==> src/hdl/phfd_pkg.sv <==
`default_nettype none

package phfd_pkg;

  // Largest hit buffer the design supports; sizes the hit count carried in a job.
  localparam int MAX_HIT_DEPTH = 32;
  localparam int HIT_CNT_W = $clog2(MAX_HIT_DEPTH + 1);

  // One buffered hit: column, row, time over threshold.
  localparam int HIT_W = 25;

  // Top five bits of a word select its class.
  localparam logic [4:0] TAG_TIMESTAMP = 5'b01001;
  localparam logic [4:0] TAG_DATA      = 5'b01000;

  // Control codes carried in a 9-bit data slice.
  localparam logic [8:0] CODE_SOF  = 9'h1bc;
  localparam logic [8:0] CODE_EOF  = 9'h17c;
  localparam logic [8:0] CODE_IDLE = 9'h13c;

  localparam logic [15:0] ERR_MAX = 16'hFFFF;

  typedef enum logic [1:0] {
    KIND_HIT       = 2'd0,
    KIND_TRIGGER   = 2'd1,
    KIND_TIMESTAMP = 2'd2,
    KIND_UNKNOWN   = 2'd3
  } kind_t;

  typedef enum logic [1:0] {
    F_IDLE,
    F_SLICE,
    F_PUSH
  } front_state_t;

  typedef enum logic {
    B_IDLE,
    B_DRAIN
  } back_state_t;

  // Work handed from the front to the back. A hit job means "send out the
  // first hits entries of the hit store".
  typedef struct packed {
    kind_t                 kind;
    logic [30:0]           info;
    logic [15:0]           errors;
    logic [HIT_CNT_W-1:0]  hits;
  } job_t;

  typedef struct packed {
    kind_t        kind;
    logic [8:0]   column;
    logic [8:0]   row;
    logic [6:0]   tot;
    logic [15:0]  trigger_number;
    logic [14:0]  trigger_time;
    logic [26:0]  time_stamp;
    logic [15:0]  errors;
    logic         last;
  } result_t;

  // Gray code to binary, 7 bits.
  function automatic logic [6:0] gray7(input logic [6:0] g);
    logic [6:0] b;
    b[6] = g[6];
    for (int i = 5; i >= 0; i--) begin
      b[i] = b[i+1] ^ g[i];
    end
    return b;
  endfunction

endpackage

`default_nettype wire

==> src/hdl/phfd_ram.sv <==
`default_nettype none

module phfd_ram #(
  parameter int WIDTH = 25,
  parameter int DEPTH = 32
) (
  input  wire logic                                   clk,
  input  wire logic                                   we,
  input  wire logic [((DEPTH > 1) ? $clog2(DEPTH) : 1)-1:0] waddr,
  input  wire logic [WIDTH-1:0]                       wdata,
  input  wire logic [((DEPTH > 1) ? $clog2(DEPTH) : 1)-1:0] raddr,
  output logic      [WIDTH-1:0]                       rdata
);

  logic [WIDTH-1:0] mem [DEPTH];

  always_ff @(posedge clk) begin
    if (we) begin
      mem[waddr] <= wdata;
    end
    rdata <= mem[raddr];
  end

endmodule

`default_nettype wire

==> src/hdl/phfd_front.sv <==
`default_nettype none

module phfd_front #(
  parameter int HIT_DEPTH = 32
) (
  input  wire logic                 clk,
  input  wire logic                 rst,
  input  wire logic [31:0]          raw_word,
  input  wire logic                 in_valid,
  output logic                      in_ready,
  input  wire logic                 q_full,
  output logic                      q_push,
  output phfd_pkg::job_t            q_job,
  input  wire logic                 drain_done,
  output logic                      ram_we,
  output logic [((HIT_DEPTH > 1) ? $clog2(HIT_DEPTH) : 1)-1:0] ram_waddr,
  output logic [phfd_pkg::HIT_W-1:0] ram_wdata
);

  localparam int AW  = (HIT_DEPTH > 1) ? $clog2(HIT_DEPTH) : 1;
  localparam int HCW = $clog2(HIT_DEPTH + 1);
  localparam int CW  = phfd_pkg::HIT_CNT_W;

  phfd_pkg::front_state_t state, state_next;

  logic [30:0]     word_info;
  phfd_pkg::kind_t job_kind, kind_in;
  logic [1:0]      slice_idx;
  logic            flush_pending;

  logic            in_frame, in_frame_next;
  logic [1:0]      slice_step, slice_step_next;
  logic [8:0]      partial_column, partial_column_next;
  logic [6:0]      leading_edge, leading_edge_next;
  logic            trailing_high_bit, trailing_high_bit_next;
  logic            row_high_bit, row_high_bit_next;
  logic [6:0]      tot_value, tot_value_next;
  logic [HCW-1:0]  hit_count, hit_count_next;
  logic [15:0]     errors, errors_next;
  logic [CW-1:0]   flush_cnt, flush_cnt_next;

  logic            slice_go;
  logic            store_hit;
  logic            bump;
  logic [8:0]      d;
  logic [6:0]      trailing_edge;

  // Word classification at the input.
  always_comb begin
    if (raw_word[31:27] == phfd_pkg::TAG_TIMESTAMP) begin
      kind_in = phfd_pkg::KIND_TIMESTAMP;
    end else if (raw_word[31:27] == phfd_pkg::TAG_DATA) begin
      kind_in = phfd_pkg::KIND_HIT;
    end else if (raw_word[31]) begin
      kind_in = phfd_pkg::KIND_TRIGGER;
    end else begin
      kind_in = phfd_pkg::KIND_UNKNOWN;
    end
  end

  // Next state.
  always_comb begin
    state_next = state;
    unique case (state)
      phfd_pkg::F_IDLE: begin
        if (in_valid) begin
          state_next = (kind_in == phfd_pkg::KIND_HIT) ? phfd_pkg::F_SLICE : phfd_pkg::F_PUSH;
        end
      end
      phfd_pkg::F_SLICE: begin
        if (slice_go && slice_idx == 2'd2) begin
          state_next = (flush_cnt_next != '0) ? phfd_pkg::F_PUSH : phfd_pkg::F_IDLE;
        end
      end
      phfd_pkg::F_PUSH: begin
        if (!q_full) begin
          state_next = phfd_pkg::F_IDLE;
        end
      end
      default: state_next = phfd_pkg::F_IDLE;
    endcase
  end

  // State outputs. Slices wait while an earlier flush still reads the store.
  always_comb begin
    in_ready = 1'b0;
    slice_go = 1'b0;
    q_push   = 1'b0;
    unique case (state)
      phfd_pkg::F_IDLE:  in_ready = 1'b1;
      phfd_pkg::F_SLICE: slice_go = !flush_pending;
      phfd_pkg::F_PUSH:  q_push   = !q_full;
      default: ;
    endcase
  end

  always_comb begin
    q_job.kind   = job_kind;
    q_job.info   = word_info;
    q_job.errors = errors;
    q_job.hits   = flush_cnt;
  end

  // One 9-bit slice, most significant first.
  always_comb begin
    case (slice_idx)
      2'd0:    d = word_info[26:18];
      2'd1:    d = word_info[17:9];
      default: d = word_info[8:0];
    endcase
  end

  assign trailing_edge = phfd_pkg::gray7({trailing_high_bit, d[7:2]});

  always_comb begin
    in_frame_next          = in_frame;
    slice_step_next        = slice_step;
    partial_column_next    = partial_column;
    leading_edge_next      = leading_edge;
    trailing_high_bit_next = trailing_high_bit;
    row_high_bit_next      = row_high_bit;
    tot_value_next         = tot_value;
    hit_count_next         = hit_count;
    flush_cnt_next         = flush_cnt;
    store_hit              = 1'b0;
    bump                   = 1'b0;
    if (d == phfd_pkg::CODE_SOF) begin
      bump            = in_frame;
      in_frame_next   = 1'b1;
      slice_step_next = 2'd0;
    end else if (d == phfd_pkg::CODE_EOF) begin
      if (!in_frame) begin
        bump = 1'b1;
      end else begin
        if (hit_count != '0) begin
          flush_cnt_next = CW'(hit_count);
        end
        hit_count_next = '0;
      end
      in_frame_next = 1'b0;
    end else if (d != phfd_pkg::CODE_IDLE && in_frame) begin
      case (slice_step)
        2'd0: begin
          partial_column_next = {d[7:0], 1'b0};
          slice_step_next     = 2'd1;
        end
        2'd1: begin
          leading_edge_next      = phfd_pkg::gray7(d[7:1]);
          trailing_high_bit_next = d[0];
          slice_step_next        = 2'd2;
        end
        2'd2: begin
          tot_value_next      = trailing_edge - leading_edge;
          row_high_bit_next   = d[0];
          partial_column_next = partial_column + 9'(d[1]);
          slice_step_next     = 2'd3;
        end
        default: begin
          if (hit_count < HCW'(HIT_DEPTH)) begin
            store_hit      = 1'b1;
            hit_count_next = hit_count + 1'b1;
          end else begin
            bump = 1'b1;
          end
          slice_step_next = 2'd0;
        end
      endcase
    end
    errors_next = (bump && errors != phfd_pkg::ERR_MAX) ? errors + 16'd1 : errors;
  end

  assign ram_we    = slice_go && store_hit;
  assign ram_waddr = hit_count[AW-1:0];
  assign ram_wdata = {partial_column, row_high_bit, d[7:0], tot_value};

  always_ff @(posedge clk) begin
    if (rst) begin
      state             <= phfd_pkg::F_IDLE;
      slice_idx         <= 2'd0;
      flush_pending     <= 1'b0;
      flush_cnt         <= '0;
      in_frame          <= 1'b0;
      slice_step        <= 2'd0;
      partial_column    <= '0;
      leading_edge      <= '0;
      trailing_high_bit <= 1'b0;
      row_high_bit      <= 1'b0;
      tot_value         <= '0;
      hit_count         <= '0;
      errors            <= '0;
    end else begin
      state <= state_next;
      if (in_valid && in_ready) begin
        slice_idx <= 2'd0;
        flush_cnt <= '0;
      end
      if (slice_go) begin
        slice_idx         <= slice_idx + 2'd1;
        flush_cnt         <= flush_cnt_next;
        in_frame          <= in_frame_next;
        slice_step        <= slice_step_next;
        partial_column    <= partial_column_next;
        leading_edge      <= leading_edge_next;
        trailing_high_bit <= trailing_high_bit_next;
        row_high_bit      <= row_high_bit_next;
        tot_value         <= tot_value_next;
        hit_count         <= hit_count_next;
        errors            <= errors_next;
      end
      if (q_push && job_kind == phfd_pkg::KIND_HIT) begin
        flush_pending <= 1'b1;
      end else if (drain_done) begin
        flush_pending <= 1'b0;
      end
    end
  end

  always_ff @(posedge clk) begin
    if (in_valid && in_ready) begin
      word_info <= raw_word[30:0];
      job_kind  <= kind_in;
    end
  end

endmodule

`default_nettype wire

==> src/hdl/phfd_queue.sv <==
`default_nettype none

module phfd_queue (
  input  wire logic           clk,
  input  wire logic           rst,
  input  wire logic           push,
  input  wire phfd_pkg::job_t push_job,
  output logic                full,
  input  wire logic           pop,
  output logic                valid,
  output phfd_pkg::job_t      head
);

  phfd_pkg::job_t entries [2];
  logic           wr_ptr, rd_ptr;
  logic [1:0]     count;

  assign full  = (count == 2'd2);
  assign valid = (count != 2'd0);
  assign head  = entries[rd_ptr];

  always_ff @(posedge clk) begin
    if (rst) begin
      wr_ptr <= 1'b0;
      rd_ptr <= 1'b0;
      count  <= 2'd0;
    end else begin
      if (push) begin
        wr_ptr <= ~wr_ptr;
      end
      if (pop) begin
        rd_ptr <= ~rd_ptr;
      end
      if (push && !pop) begin
        count <= count + 2'd1;
      end else if (pop && !push) begin
        count <= count - 2'd1;
      end
    end
  end

  always_ff @(posedge clk) begin
    if (push) begin
      entries[wr_ptr] <= push_job;
    end
  end

endmodule

`default_nettype wire

==> src/hdl/phfd_back.sv <==
`default_nettype none

module phfd_back #(
  parameter int HIT_DEPTH = 32
) (
  input  wire logic                  clk,
  input  wire logic                  rst,
  input  wire logic                  q_valid,
  input  wire phfd_pkg::job_t        q_job,
  output logic                       q_pop,
  output logic [((HIT_DEPTH > 1) ? $clog2(HIT_DEPTH) : 1)-1:0] ram_raddr,
  input  wire logic [phfd_pkg::HIT_W-1:0] ram_rdata,
  output logic                       drain_done,
  output logic                       out_valid,
  input  wire logic                  out_ready,
  output phfd_pkg::result_t          res
);

  localparam int AW = (HIT_DEPTH > 1) ? $clog2(HIT_DEPTH) : 1;
  localparam int CW = phfd_pkg::HIT_CNT_W;

  phfd_pkg::back_state_t state, state_next;

  logic [CW-1:0] idx, cnt, raddr_full;
  logic [15:0]   err_hold;
  logic          out_free, load_job, load_hit;

  assign out_free  = !out_valid || out_ready;
  assign ram_raddr = raddr_full[AW-1:0];

  always_comb begin
    state_next = state;
    unique case (state)
      phfd_pkg::B_IDLE:  if (q_pop && q_job.kind == phfd_pkg::KIND_HIT) state_next = phfd_pkg::B_DRAIN;
      phfd_pkg::B_DRAIN: if (drain_done) state_next = phfd_pkg::B_IDLE;
      default:           state_next = phfd_pkg::B_IDLE;
    endcase
  end

  // The store address runs one ahead of the hit being loaded, so a hit
  // leaves every cycle the output register is free.
  always_comb begin
    q_pop      = 1'b0;
    load_job   = 1'b0;
    load_hit   = 1'b0;
    drain_done = 1'b0;
    raddr_full = '0;
    unique case (state)
      phfd_pkg::B_IDLE: begin
        if (q_valid && out_free) begin
          q_pop    = 1'b1;
          load_job = (q_job.kind != phfd_pkg::KIND_HIT);
        end
      end
      phfd_pkg::B_DRAIN: begin
        if (out_free) begin
          load_hit   = 1'b1;
          raddr_full = idx + 1'b1;
          drain_done = (idx == cnt - 1'b1);
        end else begin
          raddr_full = idx;
        end
      end
      default: ;
    endcase
  end

  always_ff @(posedge clk) begin
    if (rst) begin
      state     <= phfd_pkg::B_IDLE;
      out_valid <= 1'b0;
      idx       <= '0;
    end else begin
      state <= state_next;
      if (load_job || load_hit) begin
        out_valid <= 1'b1;
      end else if (out_ready) begin
        out_valid <= 1'b0;
      end
      if (q_pop) begin
        idx <= '0;
      end else if (load_hit) begin
        idx <= idx + 1'b1;
      end
    end
  end

  always_ff @(posedge clk) begin
    if (q_pop) begin
      cnt      <= q_job.hits;
      err_hold <= q_job.errors;
    end
    if (load_job) begin
      res.kind           <= q_job.kind;
      res.column         <= '0;
      res.row            <= '0;
      res.tot            <= '0;
      res.trigger_number <= (q_job.kind == phfd_pkg::KIND_TRIGGER) ? q_job.info[15:0] : '0;
      res.trigger_time   <= (q_job.kind == phfd_pkg::KIND_TRIGGER) ? q_job.info[30:16] : '0;
      res.time_stamp     <= (q_job.kind == phfd_pkg::KIND_TIMESTAMP) ? q_job.info[26:0] : '0;
      res.errors         <= q_job.errors;
      res.last           <= 1'b1;
    end else if (load_hit) begin
      res.kind           <= phfd_pkg::KIND_HIT;
      res.column         <= ram_rdata[24:16];
      res.row            <= ram_rdata[15:7];
      res.tot            <= ram_rdata[6:0];
      res.trigger_number <= '0;
      res.trigger_time   <= '0;
      res.time_stamp     <= '0;
      res.errors         <= err_hold;
      res.last           <= drain_done;
    end
  end

endmodule

`default_nettype wire

==> src/hdl/pixel_hit_frame_decoder.sv <==
`default_nettype none

// Pixel hit frame decoder. Each 32-bit readout word is transferred in on the
// raw_word channel. Timestamp, trigger and unrecognised words each give one
// result; a data word is taken apart into three 9-bit slices, one per cycle
// once the previous flush has fully drained, which open and close frames and
// build hits that wait in a hit store until a proper end of frame sends them
// all out in arrival order. The front end accepts a data word, decodes its
// three slices and, when it closes a frame with hits buffered, pushes a flush
// job; other words are accepted and pushed. Buffered hits leave at one per
// cycle while the output register is free, paced by the single read port of
// the hit store. Timestamp and trigger results can pass through while the
// output side stalls, up to the depth of the two-entry job queue. Every
// result of a word carries the error count as it stands after the whole word.

module pixel_hit_frame_decoder #(
  parameter int HIT_DEPTH = 32
) (
  input  wire logic        clk,
  input  wire logic        rst,
  input  wire logic [31:0] raw_word,
  input  wire logic        in_valid,
  output logic             in_ready,
  output logic             out_valid,
  input  wire logic        out_ready,
  output logic [1:0]       kind,
  output logic [8:0]       column,
  output logic [8:0]       row,
  output logic [6:0]       time_over_threshold,
  output logic [15:0]      trigger_number,
  output logic [14:0]      trigger_time,
  output logic [26:0]      time_stamp,
  output logic [15:0]      error_count,
  output logic             last
);

  localparam int AW = (HIT_DEPTH > 1) ? $clog2(HIT_DEPTH) : 1;

  // Jobs from the front end: one per result-producing word, where a hit job
  // stands for a whole frame flush.
  phfd_pkg::job_t    push_job, head_job;
  logic              q_push, q_full, q_pop, q_valid;
  logic              drain_done;

  // Hit store ports: the front end writes completed hits, the back end reads
  // them out during a flush.
  logic                       ram_we;
  logic [AW-1:0]              ram_waddr, ram_raddr;
  logic [phfd_pkg::HIT_W-1:0] ram_wdata, ram_rdata;

  phfd_pkg::result_t res;

  phfd_front #(
    .HIT_DEPTH (HIT_DEPTH)
  ) u_front (
    .clk        (clk),
    .rst        (rst),
    .raw_word   (raw_word),
    .in_valid   (in_valid),
    .in_ready   (in_ready),
    .q_full     (q_full),
    .q_push     (q_push),
    .q_job      (push_job),
    .drain_done (drain_done),
    .ram_we     (ram_we),
    .ram_waddr  (ram_waddr),
    .ram_wdata  (ram_wdata)
  );

  phfd_queue u_queue (
    .clk      (clk),
    .rst      (rst),
    .push     (q_push),
    .push_job (push_job),
    .full     (q_full),
    .pop      (q_pop),
    .valid    (q_valid),
    .head     (head_job)
  );

  phfd_ram #(
    .WIDTH (phfd_pkg::HIT_W),
    .DEPTH (HIT_DEPTH)
  ) u_hit_store (
    .clk   (clk),
    .we    (ram_we),
    .waddr (ram_waddr),
    .wdata (ram_wdata),
    .raddr (ram_raddr),
    .rdata (ram_rdata)
  );

  phfd_back #(
    .HIT_DEPTH (HIT_DEPTH)
  ) u_back (
    .clk        (clk),
    .rst        (rst),
    .q_valid    (q_valid),
    .q_job      (head_job),
    .q_pop      (q_pop),
    .ram_raddr  (ram_raddr),
    .ram_rdata  (ram_rdata),
    .drain_done (drain_done),
    .out_valid  (out_valid),
    .out_ready  (out_ready),
    .res        (res)
  );

  // The output register in the back end drives the result ports directly.
  assign kind                = res.kind;
  assign column              = res.column;
  assign row                 = res.row;
  assign time_over_threshold = res.tot;
  assign trigger_number      = res.trigger_number;
  assign trigger_time        = res.trigger_time;
  assign time_stamp          = res.time_stamp;
  assign error_count         = res.errors;
  assign last                = res.last;

endmodule

`default_nettype wire

==> config.mk <==
export PLATFORM = sky130hd
export DESIGN_NAME = pixel_hit_frame_decoder
export DESIGN_NICKNAME = d
export VERILOG_FILES = /design/src/hdl/phfd_pkg.sv /design/src/hdl/phfd_ram.sv /design/src/hdl/phfd_front.sv /design/src/hdl/phfd_queue.sv /design/src/hdl/phfd_back.sv /design/src/hdl/pixel_hit_frame_decoder.sv
export SDC_FILE = /design/constraint.sdc
export NUM_CORES = 1
export LEC_CHECK = 0
export BUFFER_PORTS_ARGS = -buffer_cell sky130_fd_sc_hd__buf_2
export CORE_ASPECT_RATIO = 2
export CORE_MARGIN = 2
export CORE_UTILIZATION = 66
export DETAILED_ROUTE_END_ITERATION = 16
export PLACE_DENSITY = 0.83
export SLEW_MARGIN = 25
export SYNTH_ARGS = -nofsm -noshare
export SYNTH_HDL_FRONTEND = slang
export SYNTH_SLANG_ARGS = --single-unit
==> constraint.sdc <==
create_clock -name clk -period 8.4 [get_ports clk]
set_clock_uncertainty 0.15 [all_clocks]
set_input_delay 0.42 -clock clk [delete_from_list [all_inputs] [get_ports clk]]
set_output_delay 0.42 -clock clk [all_outputs]
set_load 0.03 [all_outputs]
==> results.yml <==
worst_setup_path:
  cp_data_required_time_ns: 8.55
  arrival_ns: 6.15
  r2r_setup_slack_ns: 2.40
  crit_path_start_kind: "register"
  cp_max_fo: 33
  rr_worst_depth: 11
  critPathCapture: "u_hit_store.mem[1][2]$_DFFE_PP_"
  end_kind: "register"
  critPathLaunch: "u_front.slice_idx[0]$_SDFFE_PP0P_"
  regToRegStartpoint: "u_front.slice_idx[0]$_SDFFE_PP0P_"
  r2r-end: "u_hit_store.mem[1][2]$_DFFE_PP_"
  crit_type: "reg2reg"
drt:
  dr.first_iter.drc_count: 3384
  vias_per_cell: 6.71
  remaining_drc_errors: 0
  wl_per_cell_um: 29.0
  drt-total-wl_mm: 120
  ant_nets: 0
  drt_pass1_iterations: 9
  vias: 27800
timing:
  rsz0062_at_grt: "false"
  holdWs_ns: 0.0726
  post-route-period-util: 0.714
  drv_slew: 0
  setup_tns_ns: 0
  slew_headroom: 0.237
  hold_viol_final: 0
  fmax_ghz: 0.167
  period_minus_slack_ns: 6.00
  tightestPinTransition_ns: 1.14
  finalSetupViolCount: 0
clocking:
  cts_tree: "done"
  cts_buffer_depth: 3
  clk_pin_slew_ns: 0.07
  cts_buffers: 90
  cts_root_buf: "clkbuf_16"
  clkSinkCount: 1166
  htreeDepth: 3
  clock_latency_ns: 0.68
  cts_setup_buffers: 0
grt:
  first_global_vias: 28000
  grtUsageTotal: 0.343
  antenna_found_initial: 4
  grt_pass1_wl_mm: 175
  grt_max_degree: 197
  grt_remaining_overflow: 0
synthesis:
  avgSynthCellArea_sq_um: 14.7
  synth_top_area_frac: 0.697
  synth.area.top_cells: "edfxtp_1 (70%), dfxtp_1 (5.6%), nand2_1 (4.7%), mux2i_1 (4.7%), a32oi_1 (2.9%)"
  synth.distinct_cells: 66
  synth_seq_cells: 1166
  async_flop_share: 0
  synth_top_area_cell: "edfxtp_1"
  syn_inst: 3046
  syn-num-nets: 3109
  netlist_area_sq_mm: 0.0448
  synth_flop_cell: "edfxtp_1"
  synth-seq-area-share: 0.753
  yosysWarnings: 0
  synth_edf_count: 1041
die:
  dieArea_sq_mm: 0.0702
  core_sq_mm: 0.0676
  die_y_um: 373
  initial_core_util: 0.664
  fp.dieW_um: 188
  fp-row-count: 135
  io_pins: 140
power_and_ir_drop:
  p_per_area_mw_per_mm2: 263
  vdd_drop_max_mv: 0.463
  cellLeakagePower_uw: 0.0163
placed_design:
  io_buffers: 139
  gp_congestion: 0.953
  dp_hpwl_mm: 72.6
final_layout:
  drive_gt1_frac: 0.130
  final_common_cell: "edfxtp_1"
  area_growth_pct: 11.3
  mostFrequentLayoutCells: "edfxtp_1 (1041), nand2_1 (557), mux2i_1 (209)"
  layout.nets: 3231
worst_hold_path:
  worstHoldPathCells: 5
  hold_path_class: "in2reg"
outcome:
  status: "finished, final reports clean"
run:
  maxCapViolations: 0
## cell type report
class	instances	area (sq um)
antenna	1	2.50
clock buffer	124	2540
clock inverter	46	458
fill	3908	17700
inverter	32	120
multi-input combinational	1672	10600
sequential	1166	33800
tap	890	1110
timing repair buffer	206	1330
## how the worst min path moves through the flow
stage	from	slack, ns	end
finish	in_valid	0.07	u_front.state[0]$_SDFFE_PP0P_
CTS	in_valid	0.06	u_front.state[0]$_SDFFE_PP0P_
global placement	u_front.word_info[28]$_DFFE_PP_	0.27	u_queue.entries[1][50]$_DFFE_PP_
floorplan	u_hit_store.rdata[0]$_DFF_P_	0.27	u_back.res[75]$_SDFFE_PP0P_
detailed placement	u_front.word_info[28]$_DFFE_PP_	0.28	u_queue.entries[1][50]$_DFFE_PP_
global route	in_valid	0.09	u_front.state[0]$_SDFFE_PP0P_
## report_power, final
group | leakage [uW] | switching (uW) | internal (uW) | total [uW]
Sequential | 0.0107 | 176 | 6750 | 6920
Clock | 0.00147 | 2010 | 2360 | 4370
Combinational | 0.00417 | 1380 | 466 | 1840
Total | 0.0163 | 3570 | 9570 | 13100
## critical path, stage by stage, from the launching register on
cell and delay, ns:
dfxtp_1 0.35, inv_1 0.11, ha_1 0.45, nor2_1 0.23, a21oi_1 0.59, inv_2 0.46, ha_1 0.43, or3_1 0.36
and2_1 0.19, nor4_1 0.58, nand2_1 0.77, nor2_4 0.91
## registers in the layout, indices dropped and copies added (netlist names), 6 cells and up, named ones only
register                cells
u_queue.entries           110
u_front.flush_cnt           6
u_front.partial_column      9
u_front.errors             16
u_back.cnt                  6
u_front.hit_count           6
u_back.res                102
u_hit_store.mem           800
u_front.word_info          31
u_back.err_hold            16
u_back.idx                  6
u_front.leading_edge        7
u_front.tot_value           7
u_hit_store.rdata          25
## layer usage
layer  wire [um]  track usage
met5          15            0
met4       12300        0.292
met3       10200       0.0572
met2       60300        0.578
met1       37400        0.377
## logic make-up (layout without fill, tap and decap cells)
| family | count (synthesis) | after routing | share of synthesized area |
|---|---|---|---|
| compound gates | 355 | 355 | 0.0604 |
| xor+xnor | 46 | 46 | 0.00929 |
| fa+ha+maj | 27 | 27 | 0.00770 |
| buf+inv | 208 | 408 | 0.0185 |
| flops | 1166 | 1166 | 0.753 |
| mux | 233 | 233 | 0.0527 |
| other cells | 0 | 1 | 0 |
| simple gates | 1011 | 1011 | 0.0984 |
## Yosys cell counts (3+ instances only)
cell type / number
a211oi_1: 12
nand2b_1: 5
o21ai_1: 7
nor2_1: 152
o31ai_1: 7
mux2i_1: 209
inv_1: 30
and2_1: 7
nor3_1: 19
and3_1: 7
xor2_1: 22
o21ai_0: 20
nor3b_1: 5
nand3b_1: 9
a221oi_1: 25
nand2_1: 560
buf_6: 3
a31oi_1: 5
a32oi_1: 151
or4_1: 8
buf_2: 22
xnor2_1: 23
a22o_1: 23
ha_1: 26
dfxtp_1: 125
a22oi_1: 5
clkbuf_1: 140
nand3_1: 147
mux2_2: 24
nor2b_1: 5
or3_1: 11
or3b_2: 5
nand4_1: 58
buf_1: 11
a21o_1: 4
a21oi_1: 75
or2_2: 3
edfxtp_1: 1041
## repair_timing
| action | in CTS | in global routing |
|---|---|---|
| hold buffers | 33 | 0 |
| resized for setup | 0 | 0 |
| hold endpoints to repair | 45 | 0 |
## metrics by stage
stage                      util  setup WS (ns)  cells  total power, uW  instance area [sq um]
final                     0.739           2.40   4137            13100                  49900
after global routing      0.739           2.14   4136            13500                  49900
after CTS                 0.738           2.26   4136            13100                  49900
after detailed placement  0.689           2.30   3933             8820                  46600
after global placement    0.688           2.19   3932             8760                  46500
after floorplan               -           3.60   3046             8180                  44800
Power figures use the tool's default switching activity.
